$ cat config.mk
export PLATFORM = sky130hd
export DESIGN_NAME = median_of_n_samples_unit
export DESIGN_NICKNAME = d
export VERILOG_FILES = /design/src/rtl/med_pkg.sv /design/src/rtl/median_of_n_samples_unit.sv /design/src/rtl/med_ctrl.sv /design/src/rtl/med_datapath.sv
export SDC_FILE = /design/constraint.sdc
export NUM_CORES = 1
export LEC_CHECK = 0
export BUFFER_PORTS_ARGS = -buffer_cell sky130_fd_sc_hd__buf_2
export CORE_MARGIN = 2
export CORE_UTILIZATION = 30
export CTS_BUF_LIST = sky130_fd_sc_hd__clkbuf_4 sky130_fd_sc_hd__clkbuf_8 sky130_fd_sc_hd__clkbuf_16
export DETAILED_ROUTE_END_ITERATION = 8
export PLACE_DENSITY = 0.46
export SLEW_MARGIN = 20
export SYNTH_ARGS = -nofsm -noshare
export SYNTH_HDL_FRONTEND = slang
export SYNTH_SLANG_ARGS = --single-unit
$ cat constraint.sdc
create_clock -name clk -period 5.6 [get_ports clk]
set_input_delay 1.12 -clock clk [delete_from_list [all_inputs] [get_ports clk]]
set_output_delay 1.12 -clock clk [all_outputs]
set_load 0.05 [all_outputs]
$ cat src/rtl/med_pkg.sv
// Shared sizes, sample type and controller/datapath command and status
// structs for the median-of-N filter. No dependencies.
package med_pkg;

  localparam int MAX_SAMPLES = 16;
  localparam int SAMPLE_W    = 16;
  localparam int CFG_W       = 5;
  localparam int FILL_W      = $clog2(MAX_SAMPLES + 1);
  localparam int IDX_W       = (MAX_SAMPLES > 1) ? $clog2(MAX_SAMPLES) : 1;
  localparam int CMP_W       = ((FILL_W > CFG_W) ? FILL_W : CFG_W) + 1;

  localparam logic [CFG_W-1:0] CFG_RESET = CFG_W'(5);

  typedef logic signed [SAMPLE_W-1:0] sample_t;

  // Controller to datapath
  typedef struct packed {
    logic insert;   // insert the input sample into the sorted store
    logic load_lo;  // capture the lower middle entry
    logic emit;     // form the median, load the output register, empty the store
  } med_cmd_t;

  // Datapath to controller
  typedef struct packed {
    logic close;     // the sample being inserted completes the window
    logic out_free;  // the output register can take a new median
  } med_sts_t;

endpackage

$ cat src/rtl/median_of_n_samples_unit.sv
// Median-of-N filter top level: joins the controller and the datapath.
// Depends on med_pkg, med_ctrl and med_datapath.
//
// Usage:
//   Input channel in_valid/in_ready/in_sample carries one signed sample per
//   transfer. Every sample is inserted into an ascending store in the cycle
//   of its transfer by a row of compare-and-shift cells.
//   When the store holds the window length set by cfg_wr_data (0 acts as 1,
//   values above capacity saturate), the median goes out on the result
//   channel out_valid/out_ready/out_median and the store is emptied.
//   Throughput: one sample per cycle while a window fills; the sample that
//   closes a window holds off input while the two middle entries are read
//   through the single store read port. The median is registered after the
//   lower middle entry is captured and once the output register is free.
//   A stalled receiver holds off the next median and, once a window closes,
//   the input: the output register keeps it until taken, and the closing state waits for a free register.
//   Reset (rst_n low, synchronous) empties the store and sets the window
//   length to 5. Write cfg_wr_en/cfg_wr_data only while the block is idle.
module median_of_n_samples_unit (
  input  logic                      clk,
  input  logic                      rst_n,
  input  logic                      cfg_wr_en,
  input  logic [med_pkg::CFG_W-1:0] cfg_wr_data,
  input  logic                      in_valid,
  output logic                      in_ready,
  input  med_pkg::sample_t          in_sample,
  output logic                      out_valid,
  input  logic                      out_ready,
  output med_pkg::sample_t          out_median
);
  import med_pkg::*;

  med_cmd_t cmd;
  med_sts_t sts;

  med_ctrl u_ctrl (
    .clk      (clk),
    .rst_n    (rst_n),
    .in_valid (in_valid),
    .in_ready (in_ready),
    .sts      (sts),
    .cmd      (cmd)
  );

  med_datapath u_dp (
    .clk         (clk),
    .rst_n       (rst_n),
    .cfg_wr_en   (cfg_wr_en),
    .cfg_wr_data (cfg_wr_data),
    .in_sample   (in_sample),
    .cmd         (cmd),
    .sts         (sts),
    .out_valid   (out_valid),
    .out_ready   (out_ready),
    .out_median  (out_median)
  );

`ifndef NO_ASSERTIONS
  // A sample that does not close the window leaves the input open
  a_open_after_fill: assert property (@(posedge clk) disable iff (!rst_n)
    (in_valid && in_ready && !sts.close) |=> in_ready)
    else $error("input closed after a non-closing sample");

  // The closing sample blocks input while the median is formed
  a_busy_after_close: assert property (@(posedge clk) disable iff (!rst_n)
    (in_valid && in_ready && sts.close) |=> !in_ready)
    else $error("input open right after the closing sample");

  // A formed median is presented on the next cycle
  a_emit_shows: assert property (@(posedge clk) disable iff (!rst_n)
    cmd.emit |=> out_valid)
    else $error("median formed but not presented");
`endif

endmodule

$ cat src/rtl/med_ctrl.sv
// Controller for the median-of-N filter: sequences insert, middle-entry
// reads and median hand-off. Depends on med_pkg.
module med_ctrl (
  input  logic              clk,
  input  logic              rst_n,
  input  logic              in_valid,
  output logic              in_ready,
  input  med_pkg::med_sts_t sts,
  output med_pkg::med_cmd_t cmd
);
  import med_pkg::*;

  typedef enum logic [1:0] {
    S_IDLE,
    S_RD_LO,
    S_RD_HI
  } state_t;

  state_t state_r;
  state_t state_nxt;
  logic   in_ready_r;

  // Decode commands from the current state
  always_comb begin
    cmd.insert  = in_valid && in_ready_r;
    cmd.load_lo = (state_r == S_RD_LO);
    cmd.emit    = (state_r == S_RD_HI) && sts.out_free;
  end

  // Next state
  always_comb begin
    state_nxt = state_r;
    unique case (state_r)
      S_IDLE: begin
        if (cmd.insert && sts.close) state_nxt = S_RD_LO;
      end
      S_RD_LO: state_nxt = S_RD_HI;
      S_RD_HI: begin
        if (sts.out_free) state_nxt = S_IDLE;
      end
      default: state_nxt = S_IDLE;
    endcase
  end

  // Hold state and the registered ready
  always_ff @(posedge clk) begin
    if (!rst_n) begin
      state_r    <= S_IDLE;
      in_ready_r <= 1'b1;
    end else begin
      state_r    <= state_nxt;
      in_ready_r <= (state_nxt == S_IDLE);
    end
  end

  assign in_ready = in_ready_r;

endmodule

$ cat src/rtl/med_datapath.sv
// Datapath for the median-of-N filter: compare-and-shift sorted store,
// fill counter, window-length register and output register. Depends on med_pkg.
module med_datapath (
  input  logic                   clk,
  input  logic                   rst_n,
  input  logic                   cfg_wr_en,
  input  logic [med_pkg::CFG_W-1:0] cfg_wr_data,
  input  med_pkg::sample_t       in_sample,
  input  med_pkg::med_cmd_t      cmd,
  output med_pkg::med_sts_t      sts,
  output logic                   out_valid,
  input  logic                   out_ready,
  output med_pkg::sample_t       out_median
);
  import med_pkg::*;

  sample_t                 store_r [MAX_SAMPLES];
  sample_t                 store_nxt [MAX_SAMPLES];
  logic [MAX_SAMPLES-1:0]  gt;
  logic [FILL_W-1:0]       filled_r;
  logic [CFG_W-1:0]        count_r;
  logic [CMP_W-1:0]        win_len;
  logic [CMP_W-1:0]        fill_inc;
  logic [FILL_W-1:0]       lo_pos;
  logic [FILL_W-1:0]       hi_pos;
  logic [IDX_W-1:0]        rd_idx;
  sample_t                 rd_data;
  sample_t                 lo_r;
  logic signed [SAMPLE_W:0] sum;
  logic                    out_valid_r;
  sample_t                 out_median_r;

  // Window length: zero acts as one, saturate at capacity
  always_comb begin
    if (count_r == '0) begin
      win_len = CMP_W'(1);
    end else if (CMP_W'(count_r) > CMP_W'(MAX_SAMPLES)) begin
      win_len = CMP_W'(MAX_SAMPLES);
    end else begin
      win_len = CMP_W'(count_r);
    end
  end

  assign fill_inc     = CMP_W'(filled_r) + CMP_W'(1);
  assign sts.close    = (fill_inc >= win_len);
  assign sts.out_free = !out_valid_r || out_ready;

  // Compare-and-shift cells: entries above the key move up one place
  always_comb begin
    for (int i = 0; i < MAX_SAMPLES; i++) begin
      gt[i] = (FILL_W'(i) < filled_r) && (store_r[i] > in_sample);
    end
    for (int i = 0; i < MAX_SAMPLES; i++) begin
      if (i > 0 && gt[(i > 0) ? i - 1 : 0]) begin
        store_nxt[i] = store_r[(i > 0) ? i - 1 : 0];
      end else if (gt[i] || (FILL_W'(i) == filled_r)) begin
        store_nxt[i] = in_sample;
      end else begin
        store_nxt[i] = store_r[i];
      end
    end
  end

  always_ff @(posedge clk) begin
    if (cmd.insert) begin
      for (int i = 0; i < MAX_SAMPLES; i++) begin
        store_r[i] <= store_nxt[i];
      end
    end
  end

  // Middle positions of a window of filled_r entries (equal for odd sizes)
  assign lo_pos  = (filled_r - FILL_W'(1)) >> 1;
  assign hi_pos  = filled_r >> 1;
  assign rd_idx  = cmd.load_lo ? lo_pos[IDX_W-1:0] : hi_pos[IDX_W-1:0];
  assign rd_data = store_r[rd_idx];

  // Floored mean: drop the low bit of the widened sum
  assign sum = {lo_r[SAMPLE_W-1], lo_r} + {rd_data[SAMPLE_W-1], rd_data};

  always_ff @(posedge clk) begin
    if (cmd.load_lo) lo_r <= rd_data;
    if (cmd.emit) out_median_r <= sum[SAMPLE_W:1];
  end

  // Control state: fill count, window register, output valid
  always_ff @(posedge clk) begin
    if (!rst_n) begin
      filled_r    <= '0;
      count_r     <= CFG_RESET;
      out_valid_r <= 1'b0;
    end else begin
      if (cfg_wr_en) count_r <= cfg_wr_data;
      if (cmd.emit) begin
        filled_r <= '0;
      end else if (cmd.insert) begin
        filled_r <= fill_inc[FILL_W-1:0];
      end
      if (cmd.emit) begin
        out_valid_r <= 1'b1;
      end else if (out_ready) begin
        out_valid_r <= 1'b0;
      end
    end
  end

  assign out_valid  = out_valid_r;
  assign out_median = out_median_r;

endmodule

==> results of run 1 <==
[layer usage]
metal | track usage | part of all wire | vias to the layer above | wire length [um]
met5 | 0 | 0 | - | 0
met4 | 0.0511 | 0.025 | 0 | 1640
met3 | 0.0311 | 0.050 | 73 | 3310
met2 | 0.316 | 0.48 | 313 | 31700
met1 | 0.238 | 0.44 | 7305 | 29000
li1 | - | - | 6806 | -
[flip-flops by register name (all words and copies together) (netlist names)]
register / cells
u_dp.store_r: 256
u_ctrl.in_ready: 1
u_dp.out_valid: 1
u_dp.count_r: 5
u_dp.out_median: 16
u_dp.lo_r: 16
u_dp.filled_r: 5
u_ctrl.state_r: 2
[placed cells by master, fill, tap and decap left out, types with 21 or more instances in the layout]
cell       netlist  routed
edfxtp_1       288     288
nand4_1         56      56
o21ai_0        111     111
nand2_1        103     103
a21oi_1         79      76
nor2_1          56      56
buf_4            2      81
o21a_1          33      33
nand3_1         21      21
nor2b_1         40      40
mux4_2          75      75
inv_1           55      55
ha_1           280     280
mux2_2         180     180
a21o_1          72      72
buf_2           14      43
clkbuf_16        0      39
[logic make-up after synthesis]
group,Yosys count
mux,273
fa+ha+maj,281
buf+inv,123
simple gates,331
compound gates,352
flops,302
xor+xnor,21
[worst min-delay path, delay by kind of cell, from the launching register on]
kind             cells  cell delay [ns]
muxes                1             0.08
DFF                  1             0.36
and+or+nand+nor      1             0.06
[path summary, 6_finish.rpt]
kind                    startpoint                   to  cells after the start
hold / removal     u_dp.count_r[0]      u_dp.count_r[0]                      2
setup reg to reg  u_dp.filled_r[0]  u_dp.out_median[15]                     16
setup / recovery  u_dp.filled_r[0]  u_dp.out_median[15]                     16
hold reg to reg    u_dp.count_r[0]      u_dp.count_r[0]                      2
[power groups by stage]
stage	registers, mW	clock network, mW	logic (mW)
global placement	2.70	0	1.34
detailed placement	2.70	0	1.36
global route	2.66	2.63	1.50
CTS	2.65	2.57	1.37
floorplan	2.69	0	0.899
finish	2.65	2.49	1.37
[metrics by stage]
| step | util | power, mW | setup slack (ns) |
|---|---|---|---|
| 2_1_floorplan | - | 3.59 | 0.931 |
| 3_3_place_gp | 0.331 | 4.04 | 0.760 |
| 3_5_place_dp | 0.331 | 4.06 | 0.695 |
| 4_1_cts | 0.349 | 6.59 | 0.718 |
| 5_1_grt | 0.350 | 6.79 | 0.365 |
| 6_report | 0.350 | 6.51 | 0.750 |
[area by class of cell]
type	instances	area (um2)	share of cell area
tap	931	1160	0.0483
timing repair buffer	126	863	0.0358
multi-input combinational	1258	11700	0.486
inverter	55	206	0.00857
sequential	302	8930	0.370
clock inverter	24	216	0.00898
clock buffer	43	1010	0.0417
==> flow_summary.rst, run 1 <==
.. list-table::
   :header-rows: 1

   * - Metric
     - Value
   * - Number of flip-flops and latches in the synthesized netlist
     - slightly above 300
   * - Outcome
     - completed
   * - Sequential share of power
     - 0.408
   * - Fraction of layout cells with a size suffix above 1
     - 0.260
   * - Width of the chip
     - about 270 um
   * - Count of antenna-violating nets left after detailed routing
     - 0
   * - Synth-to-layout area growth
     - 14.8%
   * - Crit-path slowest cell
     - mux4_2
   * - Basic-gate share of the synthesized area counting and, or, nand and nor cells
     - 0.0796
   * - Main combinational cell family by area after synthesis
     - multiplexers
   * - Number of gates resized after CTS
     - 0
   * - Synth cell types
     - 68
   * - Hold buffers post-CTS
     - 0
   * - Final Cycle Share
     - 0.866
   * - Maximum clock frequency
     - 206 MHz
   * - Predominant post-synthesis flop cell
     - edfxtp_1
   * - Post-synthesis xor/xnor area fraction
     - 0.00965
   * - Switching pwr
     - about 1.9 mW
   * - Synth warnings
     - 0
   * - IR drop worst, VDD
     - ~200 uV
   * - Arr. time, crit path
     - approximately 5.2 ns
   * - Initial Utilization
     - 0.305
   * - Final Hold Violating Endpoints
     - 0
   * - Synth top cells by count
     - 288 x edfxtp_1, 280 x ha_1, 180 x mux2_2
   * - Count of H-tree levels built during CTS
     - 2
   * - Height of the die
     - roughly 270 um
   * - Placement-stage cell area
     - between 20000 and 25000 um2
   * - Clock buffers created by TritonCTS
     - 38
   * - Min Tclk post-route
     - ~4.9 ns
   * - GR Util All Layers
     - 0.184
   * - Total leakage power
     - 9.36 nW
   * - Fraction of synthesized cell area taken by the top area cell type
     - 0.412
   * - Mean instance size in the synthesized netlist
     - 12.5 um2
   * - Bufs and invs on worst path
     - 2
   * - Min-delay worst type
     - reg2reg
   * - Wire length of the first global-routing pass
     - 98.1 mm
   * - Antenna violations before repair
     - 4
   * - Share of the yosys chip area belonging to registers
     - 0.425
   * - Clock skew after layout
     - roughly 0.015 ns
   * - Placeable core area
     - roughly 70000 um2
   * - TritonCTS clock tree
     - yes
   * - Clock-pin slew on the worst setup and hold paths
     - 0.06 ns
   * - Nets
     - about 2100
   * - Largest cells by area after synthesis
     - edfxtp_1 41%, ha_1 17%, mux2_2 9.7%
   * - Pin count of the biggest net entering global routing
     - 33
   * - Number of sinks on the clock net
     - 302
   * - RD Place Congestion
     - between 0.8 and 0.9
   * - Cell type with the largest total area after synthesis
     - edfxtp_1
   * - Routed wirelength normalized by instance count
     - 23.9 um
   * - Number of enable flip-flop cells after synthesis
     - between 200 and 300
   * - Classification of the worst setup path
     - reg2reg
   * - Synth Area in Compound Gates
     - 0.106
   * - Worst path max stage delay
     - 0.53 ns
   * - Max Root-Sink Buffers
     - 3
   * - Library cell with the highest instance count after synthesis
     - edfxtp_1
   * - First-iteration detailed-routing DRC count
     - between 900 and 1000
   * - Fraction of power consumed by combinational cells
     - 0.210
   * - Kind of start point of the critical path
     - flip-flop
   * - Relative slew slack
     - 0.331
   * - Port-buffer cells
     - between 40 and 50
   * - MaxCap Viol Count
     - 0
   * - Count of buffers added by post-CTS timing repair for setup
     - 0
   * - Worst reg-to-reg setup slack
     - about 0.75 ns
   * - Vias in the first global route
     - between 15000 and 20000
   * - Post-synthesis net count
     - roughly 2000
   * - Via count of the routed design
     - 14497
   * - Setup violations, final
     - 0
   * - Cell Chain, Critical Path
     - inv_1 > ha_1 > mux2_4 > buf_4 > mux4_2 > mux4_2 > ha_1 > nor2b_1 > o21ai_0 > a21boi_0 > o21ai_0 > a21oi_1 > o2111ai_1 > a31oi_1 > a211o_1 > o221ai_1
   * - Portion of netlist area occupied by mux cells
     - 0.187
   * - Slew of the pin with the lowest slew margin
     - between 1 and 1.5 ns
   * - Wire length reported by the detailed router
     - between 60 and 70 mm
   * - Cell total after placement
     - between 2000 and 3000
   * - Detailed-routing iteration count for the pre-antenna-repair pass
     - 5
   * - Netlist Area Pre-Place
     - 21000 um2
   * - Number of pins with negative max-slew slack in the final report
     - 0
   * - Clk pwr share
     - 0.382
   * - Diode insertion count for antenna repair
     - 0
   * - Area share of fa/ha/maj cells after synthesis
     - 0.168
   * - Internal Pwr Total
     - 4.65 mW
   * - Area enclosed by the die boundary
     - ~70000 um2
   * - Dominant delay contributor by cell family on the critical path
     - compound AO/OA/AOI/OAI gates
   * - Via-to-Cell Ratio
     - 5.29
   * - Setup_tns
     - 0 ns
   * - Crit path required time
     - ~6.0 ns
   * - Worst-path maximum fanout
     - 12
   * - Root buffer cell
     - clkbuf_16
   * - Std-Cell Rows
     - between 90 and 100
   * - I/O pin count
     - between 40 and 50
   * - Synthesized instance count
     - roughly 1700
   * - DRC violation count after routing
     - 0
   * - Type of destination of the critical path
     - flip-flop
   * - RSZ-0062 raised after global routing
     - no
   * - Post-synth ARST share
     - 0
   * - Total overflow reported by the global router
     - 0
   * - Power per cell area
     - around 270 nW/um2
   * - Post-layout instance area
     - 24100 um2
   * - Filler Cell Count
     - just under 7000
   * - Worst hold slack across all endpoints
     - ~0.52 ns
   * - Final std cells w/o fill
     - 2739
   * - Worst-skew pair later-pin latency
     - between 0.5 and 0.6 ns
   * - Fraction of power spent switching nets
     - 0.285
   * - Half-perimeter wire length after placement
     - ~53 mm
(Power assumes the default switching activity.)
==> run 2, diff against run 1 <==
--- a/config.mk
+++ b/config.mk
@@ -6,6 +6,7 @@
 export NUM_CORES = 1
 export LEC_CHECK = 0
 export BUFFER_PORTS_ARGS = -buffer_cell sky130_fd_sc_hd__buf_2
+export CORE_ASPECT_RATIO = 1.4
 export CORE_MARGIN = 2
 export CORE_UTILIZATION = 30
 export CTS_BUF_LIST = sky130_fd_sc_hd__clkbuf_4 sky130_fd_sc_hd__clkbuf_8 sky130_fd_sc_hd__clkbuf_16
==> run 2 against run 1 <==
  * Clock skew grew 0.015 ns
  * Fmax shrank 2.6%
  * Critical path depth decreased by 2
  * Clock-buffer cell count increased by 1
  * Setup slack worse by 0.13 ns
  * Power is 0.43% higher
  * Sequential cell count is the same
  * Highest routed layer unchanged
  * Sequential power barely moved
  * Cell area is 0.30% lower
  * Critical endpoint unchanged
  * Combinational power decreased by 4%
  * Utilization shrank 0.22 points
  * Hold slack worse by 0.045 ns
==> flow_summary.rst, run 2 (synthesis gave the netlist of run 1 again) <==
.. list-table::
   :header-rows: 1

   * - Metric
     - Value
   * - Outcome
     - completed
   * - Width of the chip
     - 228 um (-15%)
   * - Cell total after placement
     - 2657 (-0.56%)
   * - Cell count of the worst hold path
     - 2 (unchanged)
   * - Register with the most flip-flops
     - u_dp.store_r
   * - Pin count of the biggest net entering global routing
     - 33 (unchanged)
   * - Filler Cell Count
     - 6728 (-0.97%)
   * - First-iteration detailed-routing DRC count
     - 674 (-30%)
   * - Nets
     - 2076 (-0.57%)
   * - Diode insertion count for antenna repair
     - 0 (unchanged)
   * - Via count of the routed design
     - 14412 (-0.59%)
   * - Via-to-Cell Ratio
     - 5.29 (-0.11%)
   * - Min-delay worst type
     - reg2reg
   * - TritonCTS clock tree
     - yes
   * - Crit path required time
     - 5.89 ns (-0.10 ns)
   * - Relative slew slack
     - 0.334 (+0.00307)
   * - Count of H-tree levels built during CTS
     - 2 (unchanged)
   * - I/O pin count
     - 44 (unchanged)
   * - Placeable core area
     - 69200 um2 (+0.34%)
   * - Synth-to-layout area growth
     - 14.4%
   * - Reg-to-Reg Start
     - u_dp.filled_r[0]
   * - Routed wirelength normalized by instance count
     - 23.9 um (-0.34%)
   * - Final Cycle Share
     - 0.889 (+0.0234)
   * - Fraction of layout cells with a size suffix above 1
     - 0.258 (-0.00245)
   * - RD Place Congestion
     - 0.849 (-2.3%)
   * - Clock-pin slew on the worst setup and hold paths
     - 0.06 ns (about the same)
   * - Maximum clock frequency
     - 201 MHz (-2.6%)
   * - Hold path startpoint
     - u_dp.count_r[0]
   * - Height of the die
     - 317 um (+18%)
   * - Detailed-routing iteration count for the pre-antenna-repair pass
     - 6 (+1)
   * - Total leakage power
     - 9.34 nW (-0.28%)
   * - Min Tclk post-route
     - 4.98 ns (+0.131 ns)
   * - Worst reg-to-reg setup slack
     - 0.62 ns (-0.13 ns)
   * - Total overflow reported by the global router
     - 0 (unchanged)
   * - GR Util All Layers
     - 0.183 (-0.000621)
   * - Number of pins with negative max-slew slack in the final report
     - 0 (unchanged)
   * - Classification of the worst setup path
     - reg2reg
   * - Half-perimeter wire length after placement
     - 51.8 mm (-1.8%)
   * - Clock skew after layout
     - 0.0302 ns (+0.0152 ns)
   * - Final Hold Violating Endpoints
     - 0 (unchanged)
   * - Count of antenna-violating nets left after detailed routing
     - 0 (unchanged)
   * - Port-buffer cells
     - 43 (unchanged)
   * - Wire length reported by the detailed router
     - 65.1 mm (-0.81%)
   * - Worst-path maximum fanout
     - 22 (+10)
   * - Kind of start point of the critical path
     - flip-flop
   * - Initial Utilization
     - 0.304 (-0.00102)
   * - Post-Route Utilization
     - 0.347 (-0.00221)
   * - Number of gates resized after CTS
     - 0 (unchanged)
   * - DRC violation count after routing
     - 0 (unchanged)
   * - Arr. time, crit path
     - 5.27 ns (+0.03 ns)
   * - Antenna violations before repair
     - 1 (-3)
   * - Vias in the first global route
     - 15417 (+0.69%)
   * - Type of destination of the critical path
     - flip-flop
   * - Clock buffers created by TritonCTS
     - 38 (unchanged)
   * - Final std cells w/o fill
     - 2726 (-0.47%)
   * - Destination of the worst hold path
     - u_dp.count_r[0]
   * - Hold buffers post-CTS
     - 0 (unchanged)
   * - IR drop worst, VDD
     - 159 uV (-21%)
   * - Area enclosed by the die boundary
     - 72100 um2 (about the same)
   * - Slew of the pin with the lowest slew margin
     - 0.998 ns (-0.00570 ns)
   * - RSZ-0062 raised after global routing
     - no
   * - Max Root-Sink Buffers
     - 3 (unchanged)
   * - Wire length of the first global-routing pass
     - 97.0 mm (-1.2%)
   * - Std-Cell Rows
     - 114 (+19%)
   * - Setup_tns
     - 0 ns (unchanged)
   * - Reg2Reg Depth
     - 14 (-2)
   * - Number of sinks on the clock net
     - 302 (unchanged)
   * - Setup violations, final
     - 0 (unchanged)
   * - Power per cell area
     - 272 nW/um2 (+0.73%)
   * - MaxCap Viol Count
     - 0 (unchanged)
   * - Worst-skew pair later-pin latency
     - 0.58 ns (+0.02 ns)
   * - Destination of the worst register-to-register timing path
     - u_dp.out_median[15]
   * - Count of buffers added by post-CTS timing repair for setup
     - 0 (unchanged)
   * - Number of flip-flops under the largest register name
     - 256 (unchanged)
   * - Highest-count cells in the layout ignoring fill and taps
     - 288 x edfxtp_1, 280 x ha_1, 180 x mux2_2, 111 x o21ai_0, 102 x nand2_1
   * - Root buffer cell
     - clkbuf_16
   * - Leading cell type in the layout, fill and taps excluded
     - edfxtp_1
[run 2: critical path: stages (launching register included)]
cell,delay [ns]
dfxtp_1,0.45
inv_1,0.14
ha_1,0.35
mux2_4,0.47
buf_4,0.37
mux4_2,0.59
mux4_2,0.55
ha_1,0.35
a21boi_0,0.25
o21ai_0,0.16
a21oi_1,0.29
o2111ai_1,0.21
a31oi_1,0.27
a211o_1,0.18
o221ai_1,0.10
[run 2: worst max path at each step]
stage	start	endpoint	cells after the start
after floorplan	in_sample[5]	u_dp.store_r[9][0]	12
after global placement	in_sample[2]	u_dp.store_r[11][9]	12
after detailed placement	in_sample[2]	u_dp.store_r[11][9]	12
after CTS	u_dp.filled_r[0]	u_dp.out_median[15]	14
after global routing	u_dp.filled_r[0]	u_dp.out_median[15]	15
final	u_dp.filled_r[0]	u_dp.out_median[15]	14
[run 2: stage by stage]
stage                     power, mW  setup WS, ns  hold slack [ns]  area [um2]
after global placement         4.01         0.514            0.466       22800
after CTS                      6.64         0.575            0.476       24000
after floorplan                3.59         0.931            0.441       21000
final                          6.54         0.619            0.480       24000
after global routing           6.82         0.260            0.505       24000
after detailed placement       4.03         0.481            0.460       22800
[run 2: power breakdown]
part           switching [mW]  internal, mW  total, mW
clock network            1.06          1.51       2.56
registers              0.0585          2.60       2.66
logic                   0.741         0.581       1.32
[run 2: area by class of cell]
type | count | area [um2] | area share
inverters | 55 | 206 | 0.00859
well taps | 928 | 1160 | 0.0483
clock inverters | 25 | 258 | 0.0107
clock buffers | 44 | 996 | 0.0414
repair buffers | 114 | 786 | 0.0327
flip-flops and latches | 302 | 8930 | 0.372
multi-input cells | 1258 | 11700 | 0.487
[run 2: metal layers]
layer | global-route usage | vias to the layer above | part of all wire
li1 | - | 6787 | -
met1 | 0.198 | 7295 | 0.38
met2 | 0.364 | 229 | 0.56
met3 | 0.0200 | 101 | 0.026
met4 | 0.0633 | 0 | 0.035
met5 | 0 | - | 0
==> run 3, diff against run 2 <==
==> constraint.sdc (replaced) <==
create_clock -name clk -period 6.2 [get_ports clk]
set_input_delay 1.24 -clock clk [delete_from_list [all_inputs] [get_ports clk]]
set_output_delay 1.24 -clock clk [all_outputs]
set_load 0.05 [all_outputs]
==> run 3 against run 2 <==
  * Combinational power down 9.8%
  * Clock power is 15% lower
  * Critical path depth increased by 1
  * First-iteration DRC count up 3.7%
  * Setup slack better by 0.31 ns
  * Critical endpoint unchanged
  * Die area is the same
  * Critical path type unchanged
  * Sequential power is 10% lower
  * Fmax decreased by 5.4%
==> flow_summary.rst, run 3 (synthesis gave the netlist of run 1 again) <==
.. list-table::
   :header-rows: 1

   * - Metric
     - Value
   * - Cell Chain, Critical Path
     - inv_1 > ha_1 > mux2_4 > mux4_2 > mux4_2 > ha_1 > nor2b_1 > o21ai_0 > a21boi_0 > o21ai_0 > a21oi_1 > o2111ai_1 > a31oi_1 > a211o_1 > o221ai_1
   * - GR Util All Layers
     - 0.181 (-0.00234)
   * - Min-delay worst type
     - reg2reg
   * - Hold buffers post-CTS
     - 0 (unchanged)
   * - Fraction of layout cells with a size suffix above 1
     - 0.249 (-0.00807)
   * - Detailed-routing iteration count for the pre-antenna-repair pass
     - 5 (-1)
   * - Power per cell area
     - 242 nW/um2 (-11%)
   * - Width of the chip
     - 228 um (unchanged)
   * - I/O pin count
     - 44 (unchanged)
   * - Maximum clock frequency
     - 190 MHz (-5.4%)
   * - Number of flip-flops under the largest register name
     - 256 (unchanged)
   * - Nets
     - 2061 (-0.72%)
   * - Filler Cell Count
     - 6779 (+0.76%)
   * - Via-to-Cell Ratio
     - 5.29 (about the same)
   * - Max Root-Sink Buffers
     - 3 (unchanged)
   * - Arr. time, crit path
     - 5.65 ns (+0.38 ns)
   * - Worst Setup Slack, final
     - 0.933 ns (+0.314 ns)
   * - MaxCap Viol Count
     - 0 (unchanged)
   * - Classification of the worst setup path
     - reg2reg
   * - Placement Setup Slack
     - 0.930 ns (+0.449 ns)
   * - Final Cycle Share
     - 0.850 (-0.0399)
   * - Number of pins with negative max-slew slack in the final report
     - 0 (unchanged)
   * - Count of H-tree levels built during CTS
     - 2 (unchanged)
   * - Type of destination of the critical path
     - flip-flop
   * - Worst hold slack across all endpoints
     - 0.480 ns (+0.000857 ns)
   * - Count of antenna-violating nets left after detailed routing
     - 0 (unchanged)
   * - Sum of internal, switching and leakage power
     - 5.77 mW (-12%)
   * - Routed wirelength normalized by instance count
     - 23.9 um (about the same)
   * - Post-layout instance area
     - 23800 um2 (-0.82%)
   * - Final std cells w/o fill
     - 2709 (-0.62%)
   * - Wire length of the first global-routing pass
     - 95.6 mm (-1.4%)
   * - Slew of the pin with the lowest slew margin
     - 1.10 ns (+0.0998 ns)
   * - Worst-path maximum fanout
     - 37 (+68%)
   * - Worst path max stage delay
     - 0.73 ns (+0.14 ns)
   * - Final Hold Violating Endpoints
     - 0 (unchanged)
   * - Outcome
     - completed
   * - First-iteration detailed-routing DRC count
     - 699 (+3.7%)
   * - Port-buffer cells
     - 43 (unchanged)
   * - Clock skew after layout
     - 0.0222 ns (-0.00807 ns)
   * - Crit path required time
     - 6.58 ns (+0.69 ns)
   * - Via count of the routed design
     - 14320 (-0.64%)
   * - Relative slew slack
     - 0.268 (-0.0658)
   * - Kind of start point of the critical path
     - flip-flop
   * - Setup_tns
     - 0 ns (unchanged)
   * - Post-Route Utilization
     - 0.344 (-0.00286)
   * - Clock buffers created by TritonCTS
     - 37 (-2.6%)
   * - RSZ-0062 raised after global routing
     - no
   * - Area enclosed by the die boundary
     - 72100 um2 (unchanged)
   * - Number of sinks on the clock net
     - 302 (unchanged)
   * - TritonCTS clock tree
     - yes
   * - Vias in the first global route
     - 15299 (-0.77%)
   * - Clock-pin slew on the worst setup and hold paths
     - 0.06 ns (about the same)
   * - Pin count of the biggest net entering global routing
     - 38 (+15%)
   * - Highest-count cells in the layout ignoring fill and taps
     - 288 x edfxtp_1, 280 x ha_1, 180 x mux2_2, 111 x o21ai_0, 103 x nand2_1
   * - Crit-path slowest cell
     - mux2_4
   * - IR drop worst, VDD
     - 159 uV (about the same)
   * - Placement-stage cell area
     - 22700 um2 (-0.49%)
   * - Total leakage power
     - 9.22 nW (-1.2%)
   * - Setup violations, final
     - 0 (unchanged)
   * - Worst-skew pair later-pin latency
     - 0.57 ns (about the same)
   * - Synth-to-layout area growth
     - 13.5%
   * - Count of buffers added by post-CTS timing repair for setup
     - 0 (unchanged)
   * - Total area of multi-input combinational cells
     - 11700 um2 (about the same)
   * - Register with the most flip-flops
     - u_dp.store_r
   * - Initial Utilization
     - 0.304 (unchanged)
   * - Std-Cell Rows
     - 114 (unchanged)
   * - Placeable core area
     - 69200 um2 (unchanged)
   * - Leading cell type in the layout, fill and taps excluded
     - edfxtp_1
   * - Total overflow reported by the global router
     - 0 (unchanged)
   * - DRC violation count after routing
     - 0 (unchanged)
   * - Wire length reported by the detailed router
     - 64.6 mm (-0.66%)
   * - Antenna violations before repair
     - 2 (+1)
   * - Register area
     - 8930 um2 (unchanged)
   * - Height of the die
     - 317 um (unchanged)
   * - Root buffer cell
     - clkbuf_16
   * - Number of gates resized after CTS
     - 0 (unchanged)
   * - Min Tclk post-route
     - 5.27 ns (+0.286 ns)
   * - RD Place Congestion
     - 0.841 (-0.99%)
   * - Half-perimeter wire length after placement
     - 50.8 mm (-2.0%)
   * - Cell total after placement
     - 2643 (-0.53%)
run 3: changes by cell type in the layout (fill, tap and decap cells not counted), sizes merged:
cell / previous run / this run
clkbuf: 44 / 45
inv: 57 / 55
clkinvlp: 0 / 1
bufinv: 5 / 3
buf: 114 / 100
diode: 0 / 1
clkinv: 18 / 16
run 3: area by class of cell:
type | instances | share of cell area
Clock inverter | 20 | 0.00698
Antenna cell | 1 | 0.000105
Sequential cell | 302 | 0.375
Multi-Input combinational cell | 1258 | 0.491
Inverter | 55 | 0.00866
Timing Repair Buffer | 100 | 0.0280
Clock buffer | 45 | 0.0419
Tap cell | 928 | 0.0487
run 3: path summary, 6_finish.rpt:
kind,end,cells past startpoint,slack (ns),startpoint
worst max-delay path,u_dp.out_median[15],15,0.93,u_dp.filled_r[1]
worst min-delay path,u_dp.count_r[0],2,0.48,u_dp.count_r[0]
worst max register to register,u_dp.out_median[15],15,0.93,u_dp.filled_r[1]
worst min register to register,u_dp.count_r[0],2,0.48,u_dp.count_r[0]
run 3: worst max-delay path: cells and delay by family, from the launching register on:
kind	cells	cell delay, ns
AOI/OAI and AO/OA	8	1.74
muxes	3	1.96
and+or+nand+nor	1	0.15
adders and majority gates	2	0.74
buffers and inverters	1	0.15
DFF	1	0.32
run 3: report_power, final:
group | internal (mW) | switching (mW)
clock | 1.27 | 0.915
combinational | 0.517 | 0.676
sequential | 2.35 | 0.0479
total | 4.13 | 1.64
run 3: metal layers:
| layer | vias to the layer above | GRT usage | routed length [um] |
|---|---|---|---|
| met5 | - | 0 | 13 |
| met4 | 2 | 0.0695 | 2450 |
| met3 | 107 | 0.0227 | 1640 |
| met2 | 205 | 0.355 | 35800 |
| met1 | 7247 | 0.194 | 24700 |
| li1 | 6759 | - | - |
